<file path="config.mk">
export PLATFORM = sky130hd
export DESIGN_NAME = dual_motor_soft_stop_ramp
export DESIGN_NICKNAME = d
export VERILOG_FILES = /design/src/design/dmssr_pkg.sv /design/src/design/dual_motor_soft_stop_ramp.sv /design/src/design/dmssr_div.sv /design/src/design/dmssr_seq.sv
export SDC_FILE = /design/constraint.sdc
export NUM_CORES = 1
export LEC_CHECK = 0
export BUFFER_PORTS_ARGS = -buffer_cell sky130_fd_sc_hd__buf_2
export CORE_MARGIN = 4
export CORE_UTILIZATION = 45
export DETAILED_ROUTE_END_ITERATION = 12
export GPL_TIMING_DRIVEN = 0
export PLACE_DENSITY = 0.65
export SKIP_CTS_REPAIR_TIMING = 1
export SLEW_MARGIN = 10
export SYNTH_ARGS = -nofsm -noshare
export SYNTH_HDL_FRONTEND = slang
export SYNTH_SLANG_ARGS = --single-unit
export TNS_END_PERCENT = 10
</file>
<file path="constraint.sdc">
create_clock -name clk -period 9.2 [get_ports clk]
set_input_delay 0.92 -clock clk [delete_from_list [all_inputs] [get_ports clk]]
set_output_delay 0.92 -clock clk [all_outputs]
set_load 0.005 [all_outputs]
</file>
<file path="src/design/dmssr_pkg.sv">
// ----------------------------------------------------------------------------
// dmssr_pkg
// Shared types and constants for the dual motor soft stop ramp block.
// ----------------------------------------------------------------------------
package dmssr_pkg;

  // field widths
  localparam int FREQ_W  = 16;
  localparam int STEPS_W = 5;
  localparam int ITER_W  = 4;
  localparam int ADDR_W  = 5;
  localparam int DATA_W  = 32;

  // ramp length limit
  localparam logic [STEPS_W-1:0] MAX_ITERS = 5'd16;

  // register reset values
  localparam logic [FREQ_W-1:0]  MAX_FREQ_RST    = 16'd65535;
  localparam logic [FREQ_W-1:0]  MIN_FREQ_RST    = 16'd0;
  localparam logic [FREQ_W-1:0]  FLOOR_FREQ_RST  = 16'd250;
  localparam logic [FREQ_W-1:0]  CUTOFF_FREQ_RST = 16'd500;
  localparam logic [STEPS_W-1:0] RAMP_STEPS_RST  = 5'd12;

  // register indexes (byte address / 4)
  typedef enum logic [2:0] {
    REG_MAX_FREQ    = 3'd0,
    REG_MIN_FREQ    = 3'd1,
    REG_FLOOR_FREQ  = 3'd2,
    REG_CUTOFF_FREQ = 3'd3,
    REG_RAMP_STEPS  = 3'd4
  } reg_idx_t;

  // input beat
  typedef struct packed {
    logic [FREQ_W-1:0] left_freq_now;
    logic [FREQ_W-1:0] right_freq_now;
  } in_item_t;

  // result beat
  typedef struct packed {
    logic [FREQ_W-1:0] left_freq_cmd;
    logic [FREQ_W-1:0] right_freq_cmd;
    logic              left_apply;
    logic              right_apply;
    logic              left_pause;
    logic              right_pause;
    logic              last;
  } out_item_t;

  // configuration registers
  typedef struct packed {
    logic [FREQ_W-1:0]  max_freq;
    logic [FREQ_W-1:0]  min_freq;
    logic [FREQ_W-1:0]  floor_freq;
    logic [FREQ_W-1:0]  cutoff_freq;
    logic [STEPS_W-1:0] ramp_steps;
  } cfg_regs_t;

  // divider request and response
  typedef struct packed {
    logic               start;
    logic [FREQ_W-1:0]  dividend;
    logic [STEPS_W-1:0] divisor;
  } div_req_t;

  typedef struct packed {
    logic              busy;
    logic              done;
    logic [FREQ_W-1:0] quotient;
  } div_rsp_t;

endpackage

</file>
<file path="src/design/dual_motor_soft_stop_ramp.sv">
// ----------------------------------------------------------------------------
// dual_motor_soft_stop_ramp
// Soft stop for two stepper motors: ramps both step frequencies down over a
// programmable number of iterations, one result beat per iteration.
// ----------------------------------------------------------------------------
//
// channel   direction  handshake                  payload
// in_       input      in_valid / in_ready        in_item_t  (present freqs)
// out_      output     out_valid / out_ready      out_item_t (commands, flags)
// apb       config     psel penable pwrite pready paddr / pwdata / prdata
//
// stopped request (both freqs at or below floor_freq): the accept cycle, then
// ST_PUT loads the single final beat. a ramp takes the accept cycle, the left
// and right start decrements on the one shared bit-serial divider, then one
// ST_ITER pass per iteration and a divide for each iteration where a motor
// joins. in_ready is high only while idle; a held beat that waits on out_ready
// stalls the sequencer. reset is synchronous, no clearing pass.
//
module dual_motor_soft_stop_ramp (
  input  logic                                clk,
  input  logic                                rst_n,
  input  logic                                in_valid,
  output logic                                in_ready,
  input  dmssr_pkg::in_item_t                 in_data,
  output logic                                out_valid,
  input  logic                                out_ready,
  output dmssr_pkg::out_item_t                out_data,
  input  logic                                psel,
  input  logic                                penable,
  input  logic                                pwrite,
  input  logic [dmssr_pkg::ADDR_W-1:0]        paddr,
  input  logic [dmssr_pkg::DATA_W-1:0]        pwdata,
  output logic [dmssr_pkg::DATA_W-1:0]        prdata,
  output logic                                pready
);

  dmssr_pkg::cfg_regs_t cfg_r, cfg_nxt;
  dmssr_pkg::reg_idx_t  reg_idx;
  dmssr_pkg::div_req_t  div_req;
  dmssr_pkg::div_rsp_t  div_rsp;
  logic                 wr_en;

  assign pready  = 1'b1;
  assign reg_idx = dmssr_pkg::reg_idx_t'(paddr[dmssr_pkg::ADDR_W-1:2]);
  assign wr_en   = psel && penable && pwrite;

  // register writes
  always_comb begin
    cfg_nxt = cfg_r;
    if (wr_en) begin
      case (reg_idx)
        dmssr_pkg::REG_MAX_FREQ:    cfg_nxt.max_freq    = pwdata[dmssr_pkg::FREQ_W-1:0];
        dmssr_pkg::REG_MIN_FREQ:    cfg_nxt.min_freq    = pwdata[dmssr_pkg::FREQ_W-1:0];
        dmssr_pkg::REG_FLOOR_FREQ:  cfg_nxt.floor_freq  = pwdata[dmssr_pkg::FREQ_W-1:0];
        dmssr_pkg::REG_CUTOFF_FREQ: cfg_nxt.cutoff_freq = pwdata[dmssr_pkg::FREQ_W-1:0];
        dmssr_pkg::REG_RAMP_STEPS:  cfg_nxt.ramp_steps  = pwdata[dmssr_pkg::STEPS_W-1:0];
        default: begin
          cfg_nxt = cfg_r;
        end
      endcase
    end
  end

  always_ff @(posedge clk) begin
    if (!rst_n) begin
      cfg_r.max_freq    <= dmssr_pkg::MAX_FREQ_RST;
      cfg_r.min_freq    <= dmssr_pkg::MIN_FREQ_RST;
      cfg_r.floor_freq  <= dmssr_pkg::FLOOR_FREQ_RST;
      cfg_r.cutoff_freq <= dmssr_pkg::CUTOFF_FREQ_RST;
      cfg_r.ramp_steps  <= dmssr_pkg::RAMP_STEPS_RST;
    end else begin
      cfg_r <= cfg_nxt;
    end
  end

  // register reads
  always_comb begin
    case (reg_idx)
      dmssr_pkg::REG_MAX_FREQ:    prdata = dmssr_pkg::DATA_W'(cfg_r.max_freq);
      dmssr_pkg::REG_MIN_FREQ:    prdata = dmssr_pkg::DATA_W'(cfg_r.min_freq);
      dmssr_pkg::REG_FLOOR_FREQ:  prdata = dmssr_pkg::DATA_W'(cfg_r.floor_freq);
      dmssr_pkg::REG_CUTOFF_FREQ: prdata = dmssr_pkg::DATA_W'(cfg_r.cutoff_freq);
      dmssr_pkg::REG_RAMP_STEPS:  prdata = dmssr_pkg::DATA_W'(cfg_r.ramp_steps);
      default:                    prdata = '0;
    endcase
  end

  // ramp sequencer
  dmssr_seq u_seq (
    .clk       (clk),
    .rst_n     (rst_n),
    .cfg       (cfg_r),
    .in_valid  (in_valid),
    .in_ready  (in_ready),
    .in_data   (in_data),
    .out_valid (out_valid),
    .out_ready (out_ready),
    .out_data  (out_data),
    .div_req   (div_req),
    .div_rsp   (div_rsp)
  );

  // shared divider
  dmssr_div u_div (
    .clk   (clk),
    .rst_n (rst_n),
    .req   (div_req),
    .rsp   (div_rsp)
  );

`ifndef SYNTHESIS
  // a request makes the block busy in the next cycle
  a_busy_after_accept: assert property (@(posedge clk) disable iff (!rst_n)
    in_valid && in_ready |=> !in_ready)
    else $error("block ready right after accepting a request");

  // the divider is never busy while the sequencer is idle
  a_div_idle: assert property (@(posedge clk) disable iff (!rst_n)
    in_ready |-> !div_rsp.busy)
    else $error("divider busy while sequencer idle");

  // while idle, a held result beat can only be the final one
  a_idle_last: assert property (@(posedge clk) disable iff (!rst_n)
    in_ready && out_valid |-> out_data.last)
    else $error("non-final beat pending while idle");

  // a divider start never lands on a running division
  a_div_start: assert property (@(posedge clk) disable iff (!rst_n)
    div_req.start |-> !div_rsp.busy)
    else $error("divider restarted while busy");
`endif

endmodule

</file>
<file path="src/design/dmssr_div.sv">
// ----------------------------------------------------------------------------
// dmssr_div
// Restoring divider, one quotient bit per cycle: 16-bit dividend by a
// divisor of 1 to 16. done pulses as the last quotient bit is registered.
// ----------------------------------------------------------------------------
module dmssr_div (
  input  logic                clk,
  input  logic                rst_n,
  input  dmssr_pkg::div_req_t req,
  output dmssr_pkg::div_rsp_t rsp
);

  logic                                  busy_r, busy_nxt;
  logic                                  done_r, done_nxt;
  logic [dmssr_pkg::ITER_W-1:0]          cnt_r, cnt_nxt;
  logic [dmssr_pkg::ITER_W-1:0]          rem_r, rem_nxt;
  logic [dmssr_pkg::FREQ_W-1:0]          quo_r, quo_nxt;
  logic [dmssr_pkg::STEPS_W-1:0]         dvs_r, dvs_nxt;
  logic [dmssr_pkg::STEPS_W-1:0]         trial;
  logic                                  fits;

  // one restoring step
  assign trial = {rem_r, quo_r[dmssr_pkg::FREQ_W-1]};
  assign fits  = (trial >= dvs_r);

  always_comb begin
    busy_nxt = busy_r;
    done_nxt = 1'b0;
    cnt_nxt  = cnt_r;
    rem_nxt  = rem_r;
    quo_nxt  = quo_r;
    dvs_nxt  = dvs_r;
    if (req.start) begin
      busy_nxt = 1'b1;
      cnt_nxt  = '1;
      rem_nxt  = '0;
      quo_nxt  = req.dividend;
      dvs_nxt  = req.divisor;
    end else if (busy_r) begin
      rem_nxt = fits ? dmssr_pkg::ITER_W'(trial - dvs_r) : trial[dmssr_pkg::ITER_W-1:0];
      quo_nxt = {quo_r[dmssr_pkg::FREQ_W-2:0], fits};
      cnt_nxt = cnt_r - 1'b1;
      if (cnt_r == '0) begin
        busy_nxt = 1'b0;
        done_nxt = 1'b1;
      end
    end
  end

  // control and datapath registers
  always_ff @(posedge clk) begin
    if (!rst_n) begin
      busy_r <= 1'b0;
      done_r <= 1'b0;
      cnt_r  <= '0;
    end else begin
      busy_r <= busy_nxt;
      done_r <= done_nxt;
      cnt_r  <= cnt_nxt;
    end
    rem_r <= rem_nxt;
    quo_r <= quo_nxt;
    dvs_r <= dvs_nxt;
  end

  assign rsp.busy     = busy_r;
  assign rsp.done     = done_r;
  assign rsp.quotient = quo_r;

endmodule

</file>
<file path="src/design/dmssr_seq.sv">
// ----------------------------------------------------------------------------
// dmssr_seq
// Ramp sequencer: runs the stop ramp one iteration at a time, hands all
// divisions to the shared divider and holds the result beat in a register.
// ----------------------------------------------------------------------------
module dmssr_seq (
  input  logic                 clk,
  input  logic                 rst_n,
  input  dmssr_pkg::cfg_regs_t cfg,
  input  logic                 in_valid,
  output logic                 in_ready,
  input  dmssr_pkg::in_item_t  in_data,
  output logic                 out_valid,
  input  logic                 out_ready,
  output dmssr_pkg::out_item_t out_data,
  output dmssr_pkg::div_req_t  div_req,
  input  dmssr_pkg::div_rsp_t  div_rsp
);

  typedef enum logic [2:0] {
    ST_IDLE,
    ST_PUT,
    ST_DIVL,
    ST_DIVR,
    ST_ITER,
    ST_JDIV
  } state_t;

  typedef struct packed {
    logic [dmssr_pkg::FREQ_W-1:0] freq;
    logic [dmssr_pkg::FREQ_W-1:0] dec;
    logic                         slow;
    logic                         pause;
  } motor_t;

  state_t                          state_r, state_nxt;
  motor_t                          lm_r, lm_nxt, rm_r, rm_nxt;
  logic [dmssr_pkg::STEPS_W-1:0]   steps_r, steps_nxt;
  logic [dmssr_pkg::ITER_W-1:0]    t_r, t_nxt;
  logic                            join_left_r, join_left_nxt;
  logic                            out_valid_r, out_valid_nxt;
  dmssr_pkg::out_item_t            out_data_r, out_data_nxt;

  logic [dmssr_pkg::STEPS_W-1:0]   steps_c;
  logic [dmssr_pkg::STEPS_W-1:0]   remain;
  logic                            slot_free;
  logic                            is_last;
  logic                            rjoin, ljoin;
  motor_t                          lm_s, rm_s;

  // one ramp iteration for one motor: slow, zero at floor, park below cutoff
  function automatic motor_t step_motor(motor_t m,
                                        logic [dmssr_pkg::FREQ_W-1:0] floor_f,
                                        logic [dmssr_pkg::FREQ_W-1:0] cutoff_f);
    motor_t r;
    r = m;
    if (r.slow) begin
      r.freq = r.freq - r.dec;
    end
    if (r.freq == floor_f) begin
      r.freq  = '0;
      r.slow  = 1'b0;
      r.dec   = '0;
      r.pause = 1'b1;
    end
    if (r.freq < cutoff_f) begin
      r.freq  = floor_f;
      r.slow  = 1'b0;
      r.dec   = '0;
      r.pause = 1'b1;
    end
    return r;
  endfunction

  // ramp length clamped to 1..16
  always_comb begin
    if (cfg.ramp_steps == '0) begin
      steps_c = dmssr_pkg::STEPS_W'(1);
    end else if (cfg.ramp_steps > dmssr_pkg::MAX_ITERS) begin
      steps_c = dmssr_pkg::MAX_ITERS;
    end else begin
      steps_c = cfg.ramp_steps;
    end
  end

  // iteration datapath
  assign lm_s      = step_motor(lm_r, cfg.floor_freq, cfg.cutoff_freq);
  assign rm_s      = step_motor(rm_r, cfg.floor_freq, cfg.cutoff_freq);
  assign remain    = steps_r - {1'b0, t_r};
  assign is_last   = ({1'b0, t_r} == dmssr_pkg::STEPS_W'(steps_r - 1'b1));
  assign rjoin     = lm_s.slow && (rm_s.freq > lm_s.freq);
  assign ljoin     = !rjoin && rm_s.slow && (lm_s.freq > rm_s.freq);
  assign slot_free = !out_valid_r || out_ready;

  // sequencer next state
  always_comb begin
    state_nxt     = state_r;
    lm_nxt        = lm_r;
    rm_nxt        = rm_r;
    steps_nxt     = steps_r;
    t_nxt         = t_r;
    join_left_nxt = join_left_r;
    out_valid_nxt = out_valid_r && !out_ready;
    out_data_nxt  = out_data_r;
    div_req       = '0;
    case (state_r)
      ST_IDLE: begin
        if (in_valid) begin
          lm_nxt    = '0;
          rm_nxt    = '0;
          lm_nxt.freq = in_data.left_freq_now;
          rm_nxt.freq = in_data.right_freq_now;
          steps_nxt = steps_c;
          t_nxt     = '0;
          if (in_data.left_freq_now <= cfg.floor_freq &&
              in_data.right_freq_now <= cfg.floor_freq) begin
            state_nxt = ST_PUT;
          end else begin
            div_req.start    = 1'b1;
            div_req.dividend = in_data.left_freq_now;
            div_req.divisor  = steps_c;
            state_nxt        = ST_DIVL;
          end
        end
      end
      ST_PUT: begin
        if (slot_free) begin
          out_valid_nxt               = 1'b1;
          out_data_nxt.left_freq_cmd  = lm_r.freq;
          out_data_nxt.right_freq_cmd = rm_r.freq;
          out_data_nxt.left_apply     = 1'b0;
          out_data_nxt.right_apply    = 1'b0;
          out_data_nxt.left_pause     = 1'b1;
          out_data_nxt.right_pause    = 1'b1;
          out_data_nxt.last           = 1'b1;
          state_nxt                   = ST_IDLE;
        end
      end
      ST_DIVL: begin
        if (div_rsp.done) begin
          lm_nxt.dec       = div_rsp.quotient;
          div_req.start    = 1'b1;
          div_req.dividend = rm_r.freq;
          div_req.divisor  = steps_r;
          state_nxt        = ST_DIVR;
        end
      end
      ST_DIVR: begin
        if (div_rsp.done) begin
          rm_nxt.dec  = div_rsp.quotient;
          lm_nxt.slow = (lm_r.freq >= rm_r.freq);
          rm_nxt.slow = (rm_r.freq >= lm_r.freq);
          state_nxt   = ST_ITER;
        end
      end
      ST_ITER: begin
        if (slot_free) begin
          lm_nxt                      = lm_s;
          rm_nxt                      = rm_s;
          out_valid_nxt               = 1'b1;
          out_data_nxt.left_freq_cmd  = lm_s.freq;
          out_data_nxt.right_freq_cmd = rm_s.freq;
          out_data_nxt.left_apply     = (lm_s.freq < cfg.max_freq) &&
                                        (lm_s.freq > cfg.min_freq);
          out_data_nxt.right_apply    = (rm_s.freq < cfg.max_freq) &&
                                        (rm_s.freq > cfg.min_freq);
          out_data_nxt.left_pause     = lm_s.pause;
          out_data_nxt.right_pause    = rm_s.pause;
          out_data_nxt.last           = is_last;
          if (is_last) begin
            state_nxt = ST_IDLE;
          end else if (rjoin) begin
            rm_nxt.slow      = 1'b1;
            join_left_nxt    = 1'b0;
            div_req.start    = 1'b1;
            div_req.dividend = rm_s.freq;
            div_req.divisor  = remain;
            state_nxt        = ST_JDIV;
          end else if (ljoin) begin
            lm_nxt.slow      = 1'b1;
            join_left_nxt    = 1'b1;
            div_req.start    = 1'b1;
            div_req.dividend = lm_s.freq;
            div_req.divisor  = remain;
            state_nxt        = ST_JDIV;
          end else begin
            t_nxt = t_r + 1'b1;
          end
        end
      end
      ST_JDIV: begin
        if (div_rsp.done) begin
          if (join_left_r) begin
            lm_nxt.dec = div_rsp.quotient;
          end else begin
            rm_nxt.dec = div_rsp.quotient;
          end
          t_nxt     = t_r + 1'b1;
          state_nxt = ST_ITER;
        end
      end
      default: begin
        state_nxt = ST_IDLE;
      end
    endcase
  end

  // state and registered outputs
  always_ff @(posedge clk) begin
    if (!rst_n) begin
      state_r     <= ST_IDLE;
      out_valid_r <= 1'b0;
    end else begin
      state_r     <= state_nxt;
      out_valid_r <= out_valid_nxt;
    end
    lm_r        <= lm_nxt;
    rm_r        <= rm_nxt;
    steps_r     <= steps_nxt;
    t_r         <= t_nxt;
    join_left_r <= join_left_nxt;
    out_data_r  <= out_data_nxt;
  end

  assign in_ready  = (state_r == ST_IDLE);
  assign out_valid = out_valid_r;
  assign out_data  = out_data_r;

endmodule
</file>
== Yosys cells after proc, flatten, opt, wreduce, memory -nomap -nowiden ==
Cells that the tools add are included.
Word-level totals
  output and inout port bits: 72
  flip-flop bits (word level): 219
  logic and storage cells: 197
Operators by class
  bitwise logic cells: 3
  $add $sub $neg: 7
  order comparisons: 14
  reductions and logical operators: 42
  mux-type cells: 73
  equal/unequal tests: 27
Operators with widths (number)
  34-bit two-way mux: 8
  22-bit two-way mux: 7
  16-bit two-way mux: 9
  16-bit one-hot mux with 4 select lines: 2
  16-bit one-hot mux with 5 select lines: 1
  37-bit two-way mux: 2
  37-bit one-hot mux with 2 select lines: 1
  22-bit one-hot mux with 3 select lines: 1
  16-bit > comparator: 4
  16-bit less-than comparator: 4
  16-bit one-hot mux with 2 select lines: 2
  4-bit two-way mux: 9
  16-bit == test: 2
  16-bit greater-or-equal comparator: 2
  16-bit <= comparator: 2
  16-bit subtractor: 2
  3-bit two-way mux: 8
  7-bit AND reduction: 3
  17-bit two-way mux: 1
  3-bit one-hot mux with 5 select lines: 1
  2-bit by 1-bit != test with 1-bit output (second input constant): 7
  1-bit two-way mux: 13
  3-bit by 2-bit == test with 1-bit output (second input constant): 4
  4-bit one-hot mux with 3 select lines: 1
  33 further kinds: 70

== Longest topological paths before layout ==
  word-level depth: 17
  gate-level depth with buffers: 41
  gate-level depth less buffers: 35

== By module ==
From an unflattened synthesis, not the netlist that was laid out.
Second synthesis, totals
  cell total of the unflattened synthesis: 2044
  area total of the unflattened synthesis: 18391.4 um^2
By module, submodules not included
  dmssr_seq: cells an instance 1583, instances 1, area each 13469.2 um^2, sequential area each 3533.4 um^2
  dual_motor_soft_stop_ramp: cells an instance 351, instances 1, area each 3458.3 um^2, sequential area each 1381.3 um^2
  dmssr_div: cells an instance 110, instances 1, area each 1463.9 um^2, sequential area each 830.8 um^2

== Worst setup path before layout ==
OpenSTA, ideal clock, no wires.
  path type: register to register
  start: register u_seq.rm_r[20] (netlist name)
  end: register u_div.quo_r[0] (netlist name), enable pin
  arrival: 8791 ps
  slack: 44 ps
  data required time: 8834 ps
  stages on the path, launching flop included: 38
  path buffers: 6
  path through: edfxtp_1 ha_1 nor2b_1 o31ai_2 a311oi_4 o41ai_1 mux2_1 or4_4 a2111oi_4 and2_1 buf_2 buf_2 buf_1 nor2_1 ha_1 a21o_1 a21o_1 a211oi_1 [... 2 more ...] o22ai_1 a31o_2 buf_2 buf_6 nor3_1 a21oi_1 inv_1 ha_1 and4_1 a21oi_1 nand2_1 a221o_1 a21oi_1 nor2_1 nor4b_1 a211oi_4 buf_4 nand2b_1
On the way
  word-level cells in the longest chain between the ends: 17
RTL lines
  start: declaration: RTL line dmssr_seq.sv:37  | motor_t lm_r, lm_nxt, rm_r, rm_nxt;
  start signal: assignment: RTL line dmssr_seq.sv:218  | rm_r <= rm_nxt;
  16-bit subtractor: RTL line dmssr_seq.sv:58  | r.freq = r.freq - r.dec;
  16-bit two-way mux *: RTL line dmssr_seq.sv:57  | if (r.slow) begin
  16-bit == test: RTL line dmssr_seq.sv:60  | if (r.freq == floor_f) begin
  34-bit two-way mux *: RTL line dmssr_seq.sv:60
  16-bit less-than comparator: RTL line dmssr_seq.sv:66  | if (r.freq < cutoff_f) begin
  34-bit two-way mux *: RTL line dmssr_seq.sv:66
  16-bit > comparator: RTL line dmssr_seq.sv:91  | assign rjoin = lm_s.slow && (rm_s.freq > lm_s.freq);
  1-bit logical AND: RTL line dmssr_seq.sv:91
  1-bit zero test: RTL line dmssr_seq.sv:92  | assign ljoin = !rjoin && rm_s.slow && (lm_s.freq > rm_s.freq);
  1-bit logical AND (2 in series): RTL line dmssr_seq.sv:92
  22-bit two-way mux: RTL line dmssr_seq.sv:179  | end else if (ljoin) begin
  22-bit two-way mux *: RTL line dmssr_seq.sv:172  | end else if (rjoin) begin
  22-bit two-way mux *: RTL line dmssr_seq.sv:170  | if (is_last) begin
  22-bit two-way mux *: RTL line dmssr_seq.sv:157  | if (slot_free) begin
  22-bit one-hot mux with 3 select lines *: RTL line dmssr_seq.sv:106  | case (state_r)
  2-bit nonzero test (no source line) *
  end signal: assignment: RTL line dmssr_div.sv:62  | quo_r <= quo_nxt;
  end: declaration: RTL line dmssr_div.sv:17  | logic [dmssr_pkg::FREQ_W-1:0] quo_r, quo_nxt;
Mark *: on every way between the ends. The rest lies on a longest branch, timed or not. The select of a mux whose other input is x is not followed.
A chain may end at the register's enable or synchronous reset.

== Worst setup path in the final report ==
  start: register u_seq.rm_r[20] (netlist name)
  end: register u_div.quo_r[12] (netlist name) (data pin)
On the way
  word-level cells in the longest chain between the ends: 17
RTL lines
  16-bit subtractor: RTL line dmssr_seq.sv:58
  16-bit two-way mux *: RTL line dmssr_seq.sv:57
  16-bit == test: RTL line dmssr_seq.sv:60
  34-bit two-way mux *: RTL line dmssr_seq.sv:60
  16-bit less-than comparator: RTL line dmssr_seq.sv:66
  34-bit two-way mux *: RTL line dmssr_seq.sv:66
  16-bit > comparator: RTL line dmssr_seq.sv:91
  1-bit logical AND: RTL line dmssr_seq.sv:91
  1-bit zero test: RTL line dmssr_seq.sv:92
  1-bit logical AND (2 in series): RTL line dmssr_seq.sv:92
  22-bit two-way mux: RTL line dmssr_seq.sv:179
  22-bit two-way mux *: RTL line dmssr_seq.sv:172
  22-bit two-way mux *: RTL line dmssr_seq.sv:170
  22-bit two-way mux *: RTL line dmssr_seq.sv:157
  22-bit one-hot mux with 3 select lines *: RTL line dmssr_seq.sv:106
  16-bit two-way mux *: RTL line dmssr_div.sv:33  | if (req.start) begin
  named net u_div.quo_nxt, one bit: RTL line dmssr_div.sv:17
Mark *: on every way through the listed nets, which the timed path passes. The rest lies on a longest branch. The select of a mux whose other input is x is not followed.

==> flow_summary_export.csv <==
group,metric,value,unit
status,outcome,"finished with violations",
status,violations,"negative setup slack",
logic_synthesis,ys_seq_area_frac,0.318,
worst_setup_path,worstRegToRegCells,37,
global_routing,grt_usage,0.324,
flow_run,cap_violations,0,
global_routing,grt_pass1_wl,107,mm
logic_synthesis,synth_top_area_share,0.226,
worst_setup_path,worstReg2RegStart,"u_seq.rm_r[20]$_DFFE_PP_",
global_routing,grt_overflow,0,
logic_synthesis,synthArstFlopShare,0,
sta,fmax,109,MHz
hold_path,hp-class,"reg2reg",
logic_synthesis,synth_ff_type,"edfxtp_1",
worst_setup_path,worstSetupPathDepth,37,
worst_setup_path,critPathMostFrequentCell,"buf_12",
layout,drive_above_1_share,0.142,
drt,vias_per_cell,6.21,
worst_setup_path,critPathCaptureType,"flip-flop",
layout,final_cell_mix,"ha_1 (197), nand2_1 (187), inv_1 (167)",
worst_setup_path,required,9.52,ns
sta,slew_violations,0,
layout,antenna_cells,0,
clock_network,cts_tree,"yes",
sta,timing.final.ws_setup,-0.00211,ns
drt,drc,0,
worst_setup_path,max_stage_delay,0.57,ns
drt,wl,74.3,mm
worst_setup_path,crit_family,"compound AO/OA/AOI/OAI gates",
drt,ant_nets,0,
layout,final_common_cell,"ha_1",
logic_synthesis,synth_area_leaders,"edfxtp_1 (23%), ha_1 (14%), dfxtp_1 (9.2%), a21oi_1 (4.1%), nand2_1 (3.9%)",
sta,setup_tns,-0.00211,ns
logic_synthesis,synth_cell_type_count,88,
placed_design,port_buffers,110,
logic_synthesis,syn_avg_cell_area,8.69,µm²
drt,dr_total_vias,17600,
die,core.rowCount,73,
clock_network,clkSinkCount,219,
placed_design,dp_slack,-3.05,ns
sta,finalHoldViolCount,0,
worst_setup_path,critPathBufInv,6,
worst_setup_path,critPathLaunchType,"flip-flop",
logic_synthesis,synth_edf_count,136,
clock_network,cts_made_buffers,27,
logic_synthesis,synthCells,2078,
worst_setup_path,crit_start,"u_seq.rm_r[20]$_DFFE_PP_",
sta,slew_headroom,0.268,
hold_path,min-delay-start,"cfg_r[44]$_SDFFE_PN0P_",
clock_network,clock-root-buffer,"clkbuf_16",
worst_setup_path,worst_path_max_delay_cell,"edfxtp_1",
die,die_x,208,µm
sta,period_minus_slack,9.20,ns
drt,drtIter0Drc,1814,
logic_synthesis,synth_area_leader_cell,"edfxtp_1",
sta,rsz0062_at_grt,"yes",
die,ios,148,
clock_network,clk_path_buf_depth,3,
die,die_h,208,µm
sta,worst_pin_slew,1.10,ns
global_routing,grt_max_degree,33,
layout,syn2layout_area_growth,16.5,%
die,core,39700,µm²
die,initial_core_util,0.454,
sta,setup_viol,1,
clock_network,h-tree-depth,1,
drt,post_drt_wl_per_cell,26.3,µm
worst_setup_path,path_class,"reg2reg",
layout,fin_nets,2560,
logic_synthesis,ys_warn_count,0,
clock_network,clk_latency,0.58,ns
die,die-area,43400,µm²
placed_design,place_inst,2736,
placed_design,dp_hpwl,59.5,mm
logic_synthesis,ys_seq_elements,219,
drt,first_pass_iters,6,
global_routing,antenna_found_initial,0,
layout,fin_cells,2827,
layout,fillers,3723,
layout,multi_input_area,11400,µm²
worst_setup_path,r2r_slack,-0.002,ns
layout,ff_latch_area,5750,µm²
global_routing,grt_pass1_vias,16700,
clock_network,clk_pin_slew,0.06,ns
worst_setup_path,worstPathArrival,9.52,ns
hold_path,hold_depth,2,
sta,fin_skew,0.0154,ns
sta,finalCritPeriodShare,1.00,
sta,worst_hold_slack,0.482,ns
worst_setup_path,cp_max_fo,10,
placed_design,gp_congestion,1.08,
logic_synthesis,syn-cell-area,18100,µm²
state kept, by name, summed over array words and instances, names as in the netlist, 5 cells and up:
| name | count |
|---|---|
| u_seq.steps_r | 5 |
| u_div.quo_r | 16 |
| u_seq.lm_r | 34 |
| u_seq.rm_r | 34 |
| cfg_r | 69 |
| u_div.dvs_r | 5 |
| u_seq.out_data | 37 |
tightest hold or removal path: cells and delay by family (launching register included):
kind / cells / cell delay, ns
flops: 1 / 0.32
compound gates: 1 / 0.06
simple gates: 1 / 0.05
routing by layer:
| metal | share of wire | vias up | global-route usage |
|---|---|---|---|
| li1 | - | 7904 | - |
| met1 | 0.40 | 8398 | 0.420 |
| met2 | 0.45 | 1000 | 0.529 |
| met3 | 0.087 | 252 | 0.0478 |
| met4 | 0.066 | 0 | 0.159 |
| met5 | 0 | - | 0 |
kinds of logic after synthesis:
family,Yosys count,share of synthesized area
muxes,63,0.0432
and+or+nand+nor,641,0.173
xor gates and xnor gates,82,0.0398
other,2,0.000416
DFF,219,0.318
adders and majority gates,203,0.142
buffers and inverters,299,0.0676
AOI/OAI and AO/OA,569,0.216
cell usage after synthesis, types with 6 or more instances:
library cell  count
a211oi_1         22
a21boi_0         42
a21boi_1          8
a21o_1           55
a21oi_1         149
a221o_1          12
a22o_1           11
a22oi_1          15
a31oi_1          18
and2_1           42
and3_1           13
buf_1             7
buf_2            12
buf_4            18
clkbuf_1         90
dfxtp_1          83
edfxtp_1        136
ha_1            199
inv_1           168
mux2_2            8
mux2i_1          43
mux4_2           11
nand2_1         187
nand2b_1         24
nand3_1          28
nand4_1          40
nor2_1          167
nor2b_1          44
nor3_1           46
nor4_1            9
o211ai_1         40
o21a_1           36
o21ai_0          65
o221ai_1          9
o22ai_1          13
o31ai_1           8
or2_2             6
or3_1             9
xnor2_1          58
xor2_1           24
final cells by class:
cell class | count | area share
flip-flops and latches | 219 | 0.273
well taps | 525 | 0.0312
repair buffers | 159 | 0.0462
plain buffers | 129 | 0.0308
multi-input cells | 1575 | 0.544
clock inverters | 11 | 0.00530
inverters | 170 | 0.0304
clock buffers | 39 | 0.0383
through the flow:
stage	area, µm²	utilization
2_1_floorplan	18100	-
3_3_place_gp	19300	0.486
3_5_place_dp	19400	0.489
4_1_cts	20300	0.512
5_1_grt	21000	0.529
6_report	21000	0.529
path summary, 6_finish.rpt:
check | endpoint
setup / recovery | u_div.quo_r[12]$_DFFE_PP_
hold / removal | cfg_r[44]$_SDFFE_PN0P_
setup reg to reg | u_div.quo_r[12]$_DFFE_PP_
hold reg to reg | cfg_r[44]$_SDFFE_PN0P_
Power is not shown: default switching activity piles up to over one toggle a cycle in this logic, so the estimate is an artifact.
